### src/hdl/pixel_raster_op_unit_defines.svh
// ----------------------------------------------------------------------------
// Pixel raster op unit: assertion macros
// Shared assertion helpers; define NO_ASSERTIONS to compile them out.
// ----------------------------------------------------------------------------
`ifndef PIXEL_RASTER_OP_UNIT_DEFINES_SVH
`define PIXEL_RASTER_OP_UNIT_DEFINES_SVH

`ifndef NO_ASSERTIONS

// Same-cycle implication, checked out of reset.
`define PXROP_ASSERT_IMPLY(label, clk, rst_n, ante, cons) \
    label: assert property (@(posedge clk) disable iff (!(rst_n)) (ante) |-> (cons)) \
        else $error("pixel raster op unit: same-cycle check failed");

// Next-cycle implication, checked out of reset.
`define PXROP_ASSERT_NEXT(label, clk, rst_n, ante, cons) \
    label: assert property (@(posedge clk) disable iff (!(rst_n)) (ante) |=> (cons)) \
        else $error("pixel raster op unit: next-cycle check failed");

`else

`define PXROP_ASSERT_IMPLY(label, clk, rst_n, ante, cons)
`define PXROP_ASSERT_NEXT(label, clk, rst_n, ante, cons)

`endif

`endif

### src/hdl/pxrop_pkg.sv
// ----------------------------------------------------------------------------
// Pixel raster op unit: package
// Mode and register codes, canvas position tables, shade and modulo helpers.
// ----------------------------------------------------------------------------
package pxrop_pkg;

    localparam int LINE_PITCH   = 256;
    localparam int SHADE_STEPS  = 8;
    localparam int LEVEL_MAX    = 15;

    // Dividend width of the grid remainder: row can reach 255.
    localparam int DIV_W = 9;

    // Mode codes
    localparam logic [3:0] MODE_COPY          = 4'd0;
    localparam logic [3:0] MODE_DARKEN        = 4'd1;
    localparam logic [3:0] MODE_SOLID         = 4'd2;
    localparam logic [3:0] MODE_SOLID_GRID    = 4'd3;
    localparam logic [3:0] MODE_INVERT_DST    = 4'd4;
    localparam logic [3:0] MODE_INVERT_SRC    = 4'd5;
    localparam logic [3:0] MODE_INVERT_GRID   = 4'd6;
    localparam logic [3:0] MODE_COPY_GRID     = 4'd7;
    localparam logic [3:0] MODE_COPY_CHECKER  = 4'd8;
    localparam logic [3:0] MODE_SOLID_CHECKER = 4'd9;
    localparam logic [3:0] MODE_LIGHTEN       = 4'd10;
    localparam logic [3:0] MODE_TINT          = 4'd11;

    // Tint palette codes
    localparam logic [1:0] TINT_DARKEN  = 2'd0;
    localparam logic [1:0] TINT_RED     = 2'd1;
    localparam logic [1:0] TINT_LIGHTEN = 2'd2;

    // Configuration register indexes
    localparam logic [1:0] CFG_MODE        = 2'd0;
    localparam logic [1:0] CFG_PARAM_A     = 2'd1;
    localparam logic [1:0] CFG_PARAM_B     = 2'd2;
    localparam logic [1:0] CFG_TINT_SELECT = 2'd3;

    typedef enum logic [1:0] {
        KIND_DARK  = 2'd0,
        KIND_RED   = 2'd1,
        KIND_LIGHT = 2'd2
    } t_kind;

    typedef logic [7:0] t_byte_tbl [256];

    // Pixel item as it moves down the pipeline.
    typedef struct packed {
        logic [DIV_W-1:0] x;
        logic [DIV_W-1:0] y;
        logic [7:0]       rem_x;
        logic [7:0]       rem_y;
        logic             par;
        logic [7:0]       shade;
        logic [7:0]       src;
        logic [7:0]       dst;
    } t_pix;

    function automatic t_byte_tbl build_col_tbl();
        t_byte_tbl tbl;
        for (int i = 0; i < 256; i++) begin
            tbl[i] = 8'(i % LINE_PITCH);
        end
        return tbl;
    endfunction

    function automatic t_byte_tbl build_row_tbl();
        t_byte_tbl tbl;
        for (int i = 0; i < 256; i++) begin
            tbl[i] = 8'(i / LINE_PITCH);
        end
        return tbl;
    endfunction

    // Column of a raw x, and the rows it wraps forward.
    localparam t_byte_tbl COL_TBL = build_col_tbl();
    localparam t_byte_tbl ROW_TBL = build_row_tbl();

    // Three restoring remainder steps, most significant bit first.
    function automatic logic [7:0] mod_steps3(input logic [7:0] rem,
                                              input logic [2:0] bits,
                                              input logic [7:0] period);
        logic [8:0] t;
        logic [7:0] r;
        r = rem;
        for (int i = 2; i >= 0; i--) begin
            t = {r, bits[i]};
            if (t >= {1'b0, period}) begin
                t = t - {1'b0, period};
            end
            r = t[7:0];
        end
        return r;
    endfunction

    // Dither amount: half the saturated level, plus its odd bit off parity.
    function automatic logic [2:0] dither_amount(input logic [7:0] level_in,
                                                 input logic       par);
        logic [3:0] level;
        logic [3:0] n;
        level = (level_in > 8'(LEVEL_MAX)) ? 4'(LEVEL_MAX) : level_in[3:0];
        n     = {1'b0, level[3:1]} + (par ? 4'd0 : {3'b000, level[0]});
        return (n > 4'(SHADE_STEPS - 1)) ? 3'(SHADE_STEPS - 1) : n[2:0];
    endfunction

    // Saturating per-channel step; blue moves at half rate.
    function automatic logic [7:0] shade(input logic [7:0] color,
                                         input logic [2:0] n,
                                         input t_kind      kind);
        logic [2:0] r, g, r_up, g_up, r_dn, g_dn;
        logic [1:0] b, nb, b_up, b_dn;
        logic [3:0] r_sum, g_sum;
        logic [2:0] b_sum;
        r     = color[7:5];
        g     = color[4:2];
        b     = color[1:0];
        nb    = n[2:1];
        r_sum = {1'b0, r} + {1'b0, n};
        g_sum = {1'b0, g} + {1'b0, n};
        b_sum = {1'b0, b} + {1'b0, nb};
        r_up  = r_sum[3] ? 3'd7 : r_sum[2:0];
        g_up  = g_sum[3] ? 3'd7 : g_sum[2:0];
        b_up  = b_sum[2] ? 2'd3 : b_sum[1:0];
        r_dn  = (r > n) ? r - n : 3'd0;
        g_dn  = (g > n) ? g - n : 3'd0;
        b_dn  = (b > nb) ? b - nb : 2'd0;
        case (kind)
            KIND_LIGHT: return {r_up, g_up, b_up};
            KIND_RED:   return {r_up, g_dn, b_dn};
            default:    return {r_dn, g_dn, b_dn};
        endcase
    endfunction

endpackage

### src/hdl/pixel_raster_op_unit.sv
// ----------------------------------------------------------------------------
// Pixel raster op unit
// Per-pixel write stage for an RGB332 frame buffer: copy, solid, invert,
// grid-skip, checkerboard and dithered shade modes.
// ----------------------------------------------------------------------------
//
//  channel   direction  handshake             payload
//  -------   ---------  --------------------  ---------------------------------
//  pixel in  input      i_valid / o_stall     i_pixel_x, i_pixel_y,
//                                             i_src_color, i_dst_color
//  result    output     o_valid / i_stall     o_write_enable, o_new_color
//  config    input      i_cfg_we              i_cfg_index, i_cfg_data
//
//  One pixel per clock sustained while i_stall is low; a result passes every
//  work stage and then the output register before it turns valid.
//  The depth is set by the grid remainder, a restoring
//  modulo by the period that runs three bits per stage over stages two to four.
//  Reset (i_rst_n low at a clock edge) empties the pipeline and clears the
//  registers to copy mode with zero parameters.
//  A stalled result holds in the output register; bubbles ahead of it still
//  fill, so the input keeps taking pixels until every stage is occupied.
//
`include "pixel_raster_op_unit_defines.svh"

module pixel_raster_op_unit
    import pxrop_pkg::*;
(
    input  logic       i_clk,
    input  logic       i_rst_n,
    // pixel in
    input  logic       i_valid,
    output logic       o_stall,
    input  logic [7:0] i_pixel_x,
    input  logic [7:0] i_pixel_y,
    input  logic [7:0] i_src_color,
    input  logic [7:0] i_dst_color,
    // result
    output logic       o_valid,
    input  logic       i_stall,
    output logic       o_write_enable,
    output logic [7:0] o_new_color,
    // config
    input  logic       i_cfg_we,
    input  logic [1:0] i_cfg_index,
    input  logic [7:0] i_cfg_data
);

    localparam int NUM_STG = 5;   // four work stages and the output register

    // ------------------------------------------------------------------------
    // Configuration registers
    // ------------------------------------------------------------------------
    logic [3:0] r_mode;
    logic [7:0] r_param_a;
    logic [7:0] r_param_b;
    logic [1:0] r_tint_select;

    always_ff @(posedge i_clk) begin
        if (!i_rst_n) begin
            r_mode        <= MODE_COPY;
            r_param_a     <= 8'd0;
            r_param_b     <= 8'd0;
            r_tint_select <= TINT_DARKEN;
        end else if (i_cfg_we) begin
            unique case (i_cfg_index)
                CFG_MODE:        r_mode        <= i_cfg_data[3:0];
                CFG_PARAM_A:     r_param_a     <= i_cfg_data;
                CFG_PARAM_B:     r_param_b     <= i_cfg_data;
                CFG_TINT_SELECT: r_tint_select <= i_cfg_data[1:0];
                default: ;
            endcase
        end
    end

    // A grid period of zero skips every pixel, same as a period of one.
    logic [7:0] w_period;
    assign w_period = (r_param_a == 8'd0) ? 8'd1 : r_param_a;

    // Palette for the shade modes.
    t_kind w_kind;
    always_comb begin
        w_kind = KIND_DARK;
        if (r_mode == MODE_LIGHTEN) begin
            w_kind = KIND_LIGHT;
        end else if (r_mode == MODE_TINT) begin
            if (r_tint_select == TINT_RED) begin
                w_kind = KIND_RED;
            end else if (r_tint_select == TINT_LIGHTEN) begin
                w_kind = KIND_LIGHT;
            end
        end
    end

    // ------------------------------------------------------------------------
    // Pipeline flow: a stage advances when it is empty or the next one moves
    // ------------------------------------------------------------------------
    logic [NUM_STG:1] r_vld;
    logic [NUM_STG:1] w_en;

    always_comb begin
        w_en[NUM_STG] = !r_vld[NUM_STG] || !i_stall;
        for (int k = NUM_STG - 1; k >= 1; k--) begin
            w_en[k] = !r_vld[k] || w_en[k+1];
        end
    end

    assign o_stall = !w_en[1];
    assign o_valid = r_vld[NUM_STG];

    always_ff @(posedge i_clk) begin
        if (!i_rst_n) begin
            r_vld <= '0;
        end else begin
            if (w_en[1]) begin
                r_vld[1] <= i_valid;
            end
            for (int k = 2; k <= NUM_STG; k++) begin
                if (w_en[k]) begin
                    r_vld[k] <= r_vld[k-1];
                end
            end
        end
    end

    // ------------------------------------------------------------------------
    // Work stages
    //   1: wrap the column onto the canvas, take checker parity
    //   2: shade the destination; remainder bits 8..6
    //   3: remainder bits 5..3
    //   4: remainder bits 2..0
    // ------------------------------------------------------------------------
    t_pix r_stg [1:NUM_STG-1];
    t_pix n_stg [1:NUM_STG-1];

    always_comb begin
        logic [7:0] col;
        logic [8:0] row;
        col = COL_TBL[i_pixel_x];
        row = {1'b0, i_pixel_y} + {1'b0, ROW_TBL[i_pixel_x]};

        n_stg[1]       = '0;
        n_stg[1].x     = {1'b0, col};
        n_stg[1].y     = row;
        n_stg[1].par   = (col[0] == row[0]);
        n_stg[1].src   = i_src_color;
        n_stg[1].dst   = i_dst_color;

        // Advance both remainders by three dividend bits per stage.
        for (int k = 2; k <= NUM_STG - 1; k++) begin
            n_stg[k]       = r_stg[k-1];
            n_stg[k].rem_x = mod_steps3(r_stg[k-1].rem_x,
                                        r_stg[k-1].x[(DIV_W-1-3*(k-2)) -: 3], w_period);
            n_stg[k].rem_y = mod_steps3(r_stg[k-1].rem_y,
                                        r_stg[k-1].y[(DIV_W-1-3*(k-2)) -: 3], w_period);
        end

        n_stg[2].shade = shade(r_stg[1].dst,
                               dither_amount(r_param_a, r_stg[1].par), w_kind);
    end

    always_ff @(posedge i_clk) begin
        for (int k = 1; k <= NUM_STG - 1; k++) begin
            if (w_en[k]) begin
                r_stg[k] <= n_stg[k];
            end
        end
    end

    // ------------------------------------------------------------------------
    // Output stage: mode select into the result register
    // ------------------------------------------------------------------------
    logic       r_out_we;
    logic [7:0] r_out_color;
    logic       n_out_we;
    logic [7:0] n_out_color;
    logic       w_on_grid;
    t_pix       w_last;

    assign w_last    = r_stg[NUM_STG-1];
    assign w_on_grid = (w_last.rem_x == 8'd0) || (w_last.rem_y == 8'd0);

    always_comb begin
        n_out_we    = 1'b1;
        n_out_color = w_last.dst;
        unique case (r_mode) inside
            MODE_DARKEN, MODE_LIGHTEN, MODE_TINT: begin
                n_out_color = w_last.shade;
            end
            MODE_SOLID: begin
                n_out_color = r_param_a;
            end
            MODE_SOLID_GRID: begin
                if (w_on_grid) n_out_we = 1'b0;
                else           n_out_color = r_param_b;
            end
            MODE_INVERT_DST: begin
                n_out_color = ~w_last.dst;
            end
            MODE_INVERT_SRC: begin
                n_out_color = ~w_last.src;
            end
            MODE_INVERT_GRID: begin
                if (w_on_grid) n_out_we = 1'b0;
                else           n_out_color = ~w_last.dst;
            end
            MODE_COPY_GRID: begin
                if (w_on_grid) n_out_we = 1'b0;
                else           n_out_color = w_last.src;
            end
            MODE_COPY_CHECKER: begin
                if (w_last.par) n_out_color = w_last.src;
                else            n_out_we = 1'b0;
            end
            MODE_SOLID_CHECKER: begin
                if (w_last.par) n_out_color = r_param_b;
                else            n_out_we = 1'b0;
            end
            // copy, and the unused codes
            default: begin
                n_out_color = w_last.src;
            end
        endcase
    end

    // Hold the result while the sink stalls.
    always_ff @(posedge i_clk) begin
        if (w_en[NUM_STG]) begin
            r_out_we    <= n_out_we;
            r_out_color <= n_out_color;
        end
    end

    assign o_write_enable = r_out_we;
    assign o_new_color    = r_out_color;

    // ------------------------------------------------------------------------
    // Assertions
    // ------------------------------------------------------------------------
    `PXROP_ASSERT_IMPLY(a_stall_only_when_sink_stalls, i_clk, i_rst_n, o_stall, i_stall)
    `PXROP_ASSERT_NEXT(a_transfer_fills_first_stage, i_clk, i_rst_n, i_valid && !o_stall, r_vld[1])
    `PXROP_ASSERT_NEXT(a_last_stage_reaches_output, i_clk, i_rst_n, r_vld[NUM_STG-1] && w_en[NUM_STG], r_vld[NUM_STG])

endmodule
### config.mk
export PLATFORM = sky130hd
export DESIGN_NAME = pixel_raster_op_unit
export DESIGN_NICKNAME = d
export VERILOG_FILES = /design/src/hdl/pxrop_pkg.sv /design/src/hdl/pixel_raster_op_unit.sv
export VERILOG_INCLUDE_DIRS = /design/src /design/src/hdl
export SDC_FILE = /design/constraint.sdc
export NUM_CORES = 1
export LEC_CHECK = 0
export BUFFER_PORTS_ARGS = -buffer_cell sky130_fd_sc_hd__buf_4
export CAP_MARGIN = 20
export CORE_UTILIZATION = 59
export CTS_BUF_LIST = sky130_fd_sc_hd__clkbuf_4 sky130_fd_sc_hd__clkbuf_8
export DETAILED_ROUTE_END_ITERATION = 8
export PLACE_DENSITY = 0.8
export SYNTH_ARGS = -nofsm -noshare
export SYNTH_HDL_FRONTEND = slang
export SYNTH_SLANG_ARGS = --single-unit
export TNS_END_PERCENT = 100
### constraint.sdc
create_clock -name i_clk -period 6.7 [get_ports i_clk]
set_input_delay 0.335 -clock i_clk [delete_from_list [all_inputs] [get_ports i_clk]]
set_output_delay 0.335 -clock i_clk [all_outputs]
set_load 0.02 [all_outputs]
==> flow_summary.ini, run 1 <==
[grt]
grt_pass1_wl_um = 53260
track_usage = 0.2635
grt_overflow = 0
antenna_found_initial = 0
grt_pass1_vias = 10610
grt_max_degree = 55

[clock_tree]
cts_root_buf = clkbuf_8
clk_path_buf_depth = 3
htreeDepth = 2
clock_latency_ns = 0.54
cts.clk_slew.worst_paths_ns = 0.06
numCtsBuffers = 37
cts_tree = done
clock-sinks = 210

[layout]
layout-drive-gt1-share = 0.1997
utilization = 0.6974
syn_to_final_growth_pct = 16.19
n_fill_cell = 1752
register_area_um2 = 6036
n_antenna_cell = 0
multiInputGateArea_um2 = 8313
fin_nets = 1695

[synthesis]
synthCells = 1338
ys.warnings.count = 0
ys_async_sr_fraction = 0
synth_edf_count = 183
synth_seq_cells = 210
synthFlopType = edfxtp_1
synth_cell_type_count = 74
ys_seq_area_frac = 0.4135
syn_area_um2 = 14600
avgSynthCellArea_um2 = 10.91

[die]
fp.dieH_um = 159.3
start_util = 0.6002
die-width_um = 159.3
die-area_um2 = 25370
row_count = 57
coreArea_um2 = 24320
boundaryPins = 58

[placed_design]
portBuffers = 57
dp_hpwl_um = 24210
gp_congestion = 0.9494

[sta]
period_minus_slack_ns = 6.389
slew-limit-headroom = 0.2761
whs_ns = 0.02333
drv_slew = 0
min_period_over_period = 0.9536
fmax_ghz = 0.1565
setup_viol_count_final = 0
hold_viol = 0
tightest_slew_ns = 1.084
finClkSkew_ns = 0.02213

[job]
max_cap_violations = 0

[setup_path]
crit_path_start_kind = flop
cp.arrival_ns = 6.67
critPathRequiredTime_ns = 6.98
reg2regPathDepth = 26
critPathKind = flop to flop
endpoint_kind = flop
path_max_fanout = 8

[routing]
routedWlPerCell_um = 18.36
postRouteAntennaNets = 0
wl_um = 33700
dr.pass1.iters = 5
drc = 0
avgViaCountPerCell = 5.900
vias = 10830
drt_iter0_drc = 752

[worst_hold_path]
hold_path_depth = 1
min_path_type = input port to flop

[outcome]
outcome = completed
-- synthesized netlist by cell type (8+ instances only) --
library cell / n / area, um2
a21boi_0: 14 / 105.1
a21o_1: 21 / 157.7
a21oi_1: 70 / 350.3
a221oi_1: 8 / 70.07
a22o_1: 10 / 87.58
and3_1: 8 / 50.05
clkbuf_1: 16 / 60.06
dfxtp_1: 27 / 540.5
edfxtp_1: 183 / 5495
fa_1: 22 / 440.4
ha_1: 143 / 1789
inv_1: 94 / 352.8
mux2_2: 81 / 912.1
mux2i_1: 53 / 530.5
nand2_1: 59 / 221.5
nand2b_1: 10 / 62.56
nand3_1: 27 / 135.1
nand4_1: 15 / 93.84
nor2_1: 109 / 409.1
nor2b_1: 59 / 369.1
nor3_1: 19 / 95.09
o21a_1: 28 / 210.2
o21ai_0: 55 / 275.3
o21bai_1: 12 / 90.09
o31a_1: 9 / 78.83
o31ai_1: 8 / 60.06
xnor2_1: 45 / 394.1
xor2_1: 20 / 175.2
-- worst paths after layout --
path / startpoint / endpoint / slack, ns
max: r_param_a[4]$_SDFFE_PN0P_ / r_stg[0][272]$_DFFE_PP_ / 0.31
min: i_pixel_y[0] / r_stg[0][100]$_DFFE_PN_ / 0.02
max reg2reg: r_param_a[4]$_SDFFE_PN0P_ / r_stg[0][272]$_DFFE_PP_ / 0.31
min reg2reg: r_stg[0][141]$_DFFE_PP_ / r_stg[0][200]$_DFFE_PP_ / 0.41
-- cell type report --
cell class	count	share of cell area
multi-input cells	1012	0.4902
well taps	324	0.02390
flip-flops and latches	210	0.3559
repair buffers	128	0.06389
inverters	94	0.02080
clock inverters	11	0.005017
clock buffers	57	0.04035
-- stage by stage --
step,worst slack [ns],TNS (ns),instances,instance area [um2]
2_1_floorplan,0.02390,0,1340,14600
3_3_place_gp,-0.04223,-0.3822,1732,15630
3_5_place_dp,-0.2482,-2.231,1732,15630
4_1_cts,0.009656,0,1834,16750
5_1_grt,-0.05966,-0.4123,1836,16960
6_report,0.3107,0,1836,16960
-- flip-flops by register name, indices dropped and copies added (netlist names) --
| register | count |
|---|---|
| o_new_color | 8 |
| o_write_enable | 1 |
| r_mode | 4 |
| r_param_a | 8 |
| r_param_b | 8 |
| r_stg | 174 |
| r_tint_select | 2 |
| r_vld | 5 |
-- metal layers --
layer	wire length (um)	vias to the layer above	share of wire	GRT usage
met5	0	-	0	0
met4	732	0	0.022	0.07649
met3	1857	69	0.055	0.03282
met2	15840	295	0.47	0.4312
met1	15270	5201	0.45	0.3690
li1	-	5267	-	-
-- worst max-delay path, cell delays in order, from the launching register on --
cell and delay, ns:
dfxtp_1 0.35, nor4_4 0.32, nand2_2 0.13, nor3_2 0.16, nor2_2 0.08, inv_2 0.12, ha_1 0.18, inv_1 0.06
fa_1 0.47, a211oi_1 0.25, o21ai_0 0.18, and3_1 0.22, a2111oi_2 0.31, or2_2 0.18, ha_1 0.25, and4_1 0.19
a311oi_2 0.29, and2_4 0.23, mux2i_2 0.32, ha_1 0.35, o21a_1 0.20, o31a_1 0.12, o41a_1 0.33, o21a_1 0.20
o21ai_2 0.16, o211ai_4 0.16, mux2_2 0.32
-- layout by cell type (no fill, tap or decap), drive strengths merged, types with 14 or more instances in the layout --
cell type    instances
a21boi              14
a21o                21
dfxtp               27
nor2               109
xnor2               45
inv                 96
mux2                82
nand3               27
nor3                19
edfxtp             183
nor2b               59
clkbuf              57
ha                 143
dlygate4sd3         32
mux2i               53
xor2                20
o21a                28
a21oi               71
nand2               59
fa                  22
o21ai               55
buf                 96
nand4               15
-- logic make-up after synthesis --
family | synth area share
other | 0.0002569
AOI/OAI and AO/OA | 0.1415
xor gates and xnor gates | 0.03900
buffers and inverters | 0.03129
muxes | 0.09986
and+or+nand+nor | 0.1218
DFF | 0.4135
adders and majority gates | 0.1528
-- repair_timing --
item | CTS | global route
gates resized for setup | 9 | 34
pin swaps | 1 | 6
setup endpoints to repair | 29 | 32
endpoints found under the hold margin | 32 | 0
hold buffers | 32 | 0
setup buffers | 2 | 0
Power of run 1 is left out: the tool's default activity adds up to more than one toggle a clock period on the data nets, which glitch-free logic cannot reach.
==> run 2, diff against run 1 <==
ABC_AREA = 1   (was unset)
==> flow_summary.ini, run 2 <==
[outcome]
outcome = completed

[setup_path]
cp.arrival_ns = 6.53
r2r_end = r_stg[0][268]$_DFFE_PP_
max_stage_delay_ns = 0.42
cpLargestDelayFamily = simple AND/OR/NAND/NOR gates
path_buf_inv = 4
path_depth = 31
reg2reg_slack_ns = 0.57
path_max_fanout = 12
crit_path_start_kind = flop
critPathKind = flop to flop
reg2reg_from = r_param_a[5]$_SDFFE_PN0P_
reg2regPathDepth = 31
cp-endpoint = r_stg[0][268]$_DFFE_PP_
crit_path_start = r_param_a[5]$_SDFFE_PN0P_
critPathRequiredTime_ns = 7.10
endpoint_kind = flop
crit_top_cell = nand2_1
crit_slowest_cell = a21oi_1

[grt]
grt.met1_usage = 0.3496
grt_pass1_wl_um = 59220
grt_use_met3 = 0.03409
grt.busiest_layer = met2
met2_usage = 0.4781
grt_overflow = 0
track_usage = 0.2782
antenna_found_initial = 0
grt_pass1_vias = 12650
grt_max_degree = 55

[layout]
syn_to_final_growth_pct = 12.94
layout_commonest_cell = nand2_1
top_register = r_stg
layout-drive-gt1-share = 0.1073
largest_register_ffs = 174
fin_nets = 2206
final_cell_mix = 491 x nand2_1, 269 x inv_1, 183 x edfxtp_1, 143 x ha_1, 132 x nand3_1
n_antenna_cell = 0

[routing]
dr.pass1.iters = 7
wl_um = 36610
routedWlPerCell_um = 15.57
vias = 13050
avgViaCountPerCell = 5.549
drt_iter0_drc = 1051
postRouteAntennaNets = 0
drc = 0

[sta]
fmax_ghz = 0.1630
rsz0062_at_grt = no
setup_ws_ns = 0.5656
finClkSkew_ns = 0.02957
period_minus_slack_ns = 6.134
min_period_over_period = 0.9156
hold_viol = 0
tightest_slew_ns = 1.014
slew-limit-headroom = 0.3232
whs_ns = 0.1102
fin_setup_tns_ns = 0
setup_viol_count_final = 0
drv_slew = 0

[synthesis]
yosysTopAreaCellShare = 0.3542
synthCells = 1865
yosys-top-cells-count = 491 x nand2_1, 271 x inv_1, 183 x edfxtp_1
avgSynthCellArea_um2 = 8.320
yosysMostFrequentCell = nand2_1
ys_async_sr_fraction = 0
ys_seq_area_frac = 0.3890
yosys.area.top_type = edfxtp_1
ys.warnings.count = 0
synth_cell_type_count = 51
synthFlopType = edfxtp_1
synth_edf_count = 183
syn_area_um2 = 15520
ys_top_cells_by_area = edfxtp_1 35%, nand2_1 12%, ha_1 12%
synth_seq_cells = 210

[die]
die-width_um = 164.2
row_count = 58
die-area_um2 = 26950
coreArea_um2 = 25470
fp.dieH_um = 164.2
start_util = 0.6091
boundaryPins = 58

[placed_design]
portBuffers = 57
pre_cts_ws_ns = 0.5480
dp_hpwl_um = 27330
gp_congestion = 0.9305

[clock_tree]
cts_tree = done
clock_latency_ns = 0.55
htreeDepth = 2
clk_path_buf_depth = 3
cts.clk_slew.worst_paths_ns = 0.06
cts_root_buf = clkbuf_8
numCtsBuffers = 37
clock-sinks = 210

[job]
max_cap_violations = 0

[worst_hold_path]
min_path_type = input port to flop
-- run 2: tightest hold or removal path, cell delays in order --
cell and delay, ns:
buf_4 0.09, o21ai_0 0.08, a21oi_1 0.11
-- run 2: how the worst min path moves through the flow --
stage,endpoint,start,depth (start not counted),slack [ns]
detailed placement,r_stg[0][127]$_DFFE_PP_,r_stg[0][68]$_DFFE_PN_,0,0.40
CTS,r_param_a[7]$_SDFFE_PN0P_,i_cfg_data[7],3,0.09
global route,r_param_b[1]$_SDFFE_PN0P_,i_cfg_data[1],3,0.12
global placement,r_stg[0][200]$_DFFE_PP_,r_stg[0][141]$_DFFE_PP_,0,0.40
floorplan,r_stg[0][126]$_DFFE_PP_,r_stg[0][67]$_DFFE_PN_,0,0.40
finish,r_param_a[7]$_SDFFE_PN0P_,i_cfg_data[7],3,0.11
-- run 2: layout make-up --
type	instances	area, um2
Fill cell	2001	7948
Inverter	277	1040
Clock buffer	49	605.6
Sequential cell	210	6037
Multi-Input combinational cell	1362	8346
Tap cell	330	412.9
Clock inverter	18	192.7
Timing Repair Buffer	106	890.9
-- run 2: through the flow --
step / util / cell area, um2 / std cells
after global routing: 0.6880 / 17520 / 2352
final: 0.6880 / 17520 / 2352
after floorplan: - / 15520 / 1867
after global placement: 0.6428 / 16370 / 2251
after CTS: 0.6872 / 17500 / 2351
after detailed placement: 0.6428 / 16370 / 2251
-- run 2: cell families after synthesis --
| group | count (synthesis) | share of synthesized area |
|---|---|---|
| simple gates | 855 | 0.2487 |
| buf+inv | 295 | 0.07362 |
| compound gates | 255 | 0.09733 |
| flops | 210 | 0.3890 |
| fa+ha+maj | 165 | 0.1437 |
| xor+xnor | 84 | 0.04742 |
| other cells | 1 | 0.0002417 |
-- run 2: metal layers --
layer  vias to the layer above  wire length [um]
li1                       6527                 -
met1                      5975             15490
met2                       432             17490
met3                       118              2108
met4                         0              1526
met5                         -                 0
-- run 2: timing repair --
action,CTS,global route
hold buffers,33,0
gates resized for setup,0,1
hold endpoints to repair,33,0
endpoints found under the setup margin,0,7
setup buffers,0,0
Power of run 2 is left out for the same reason.
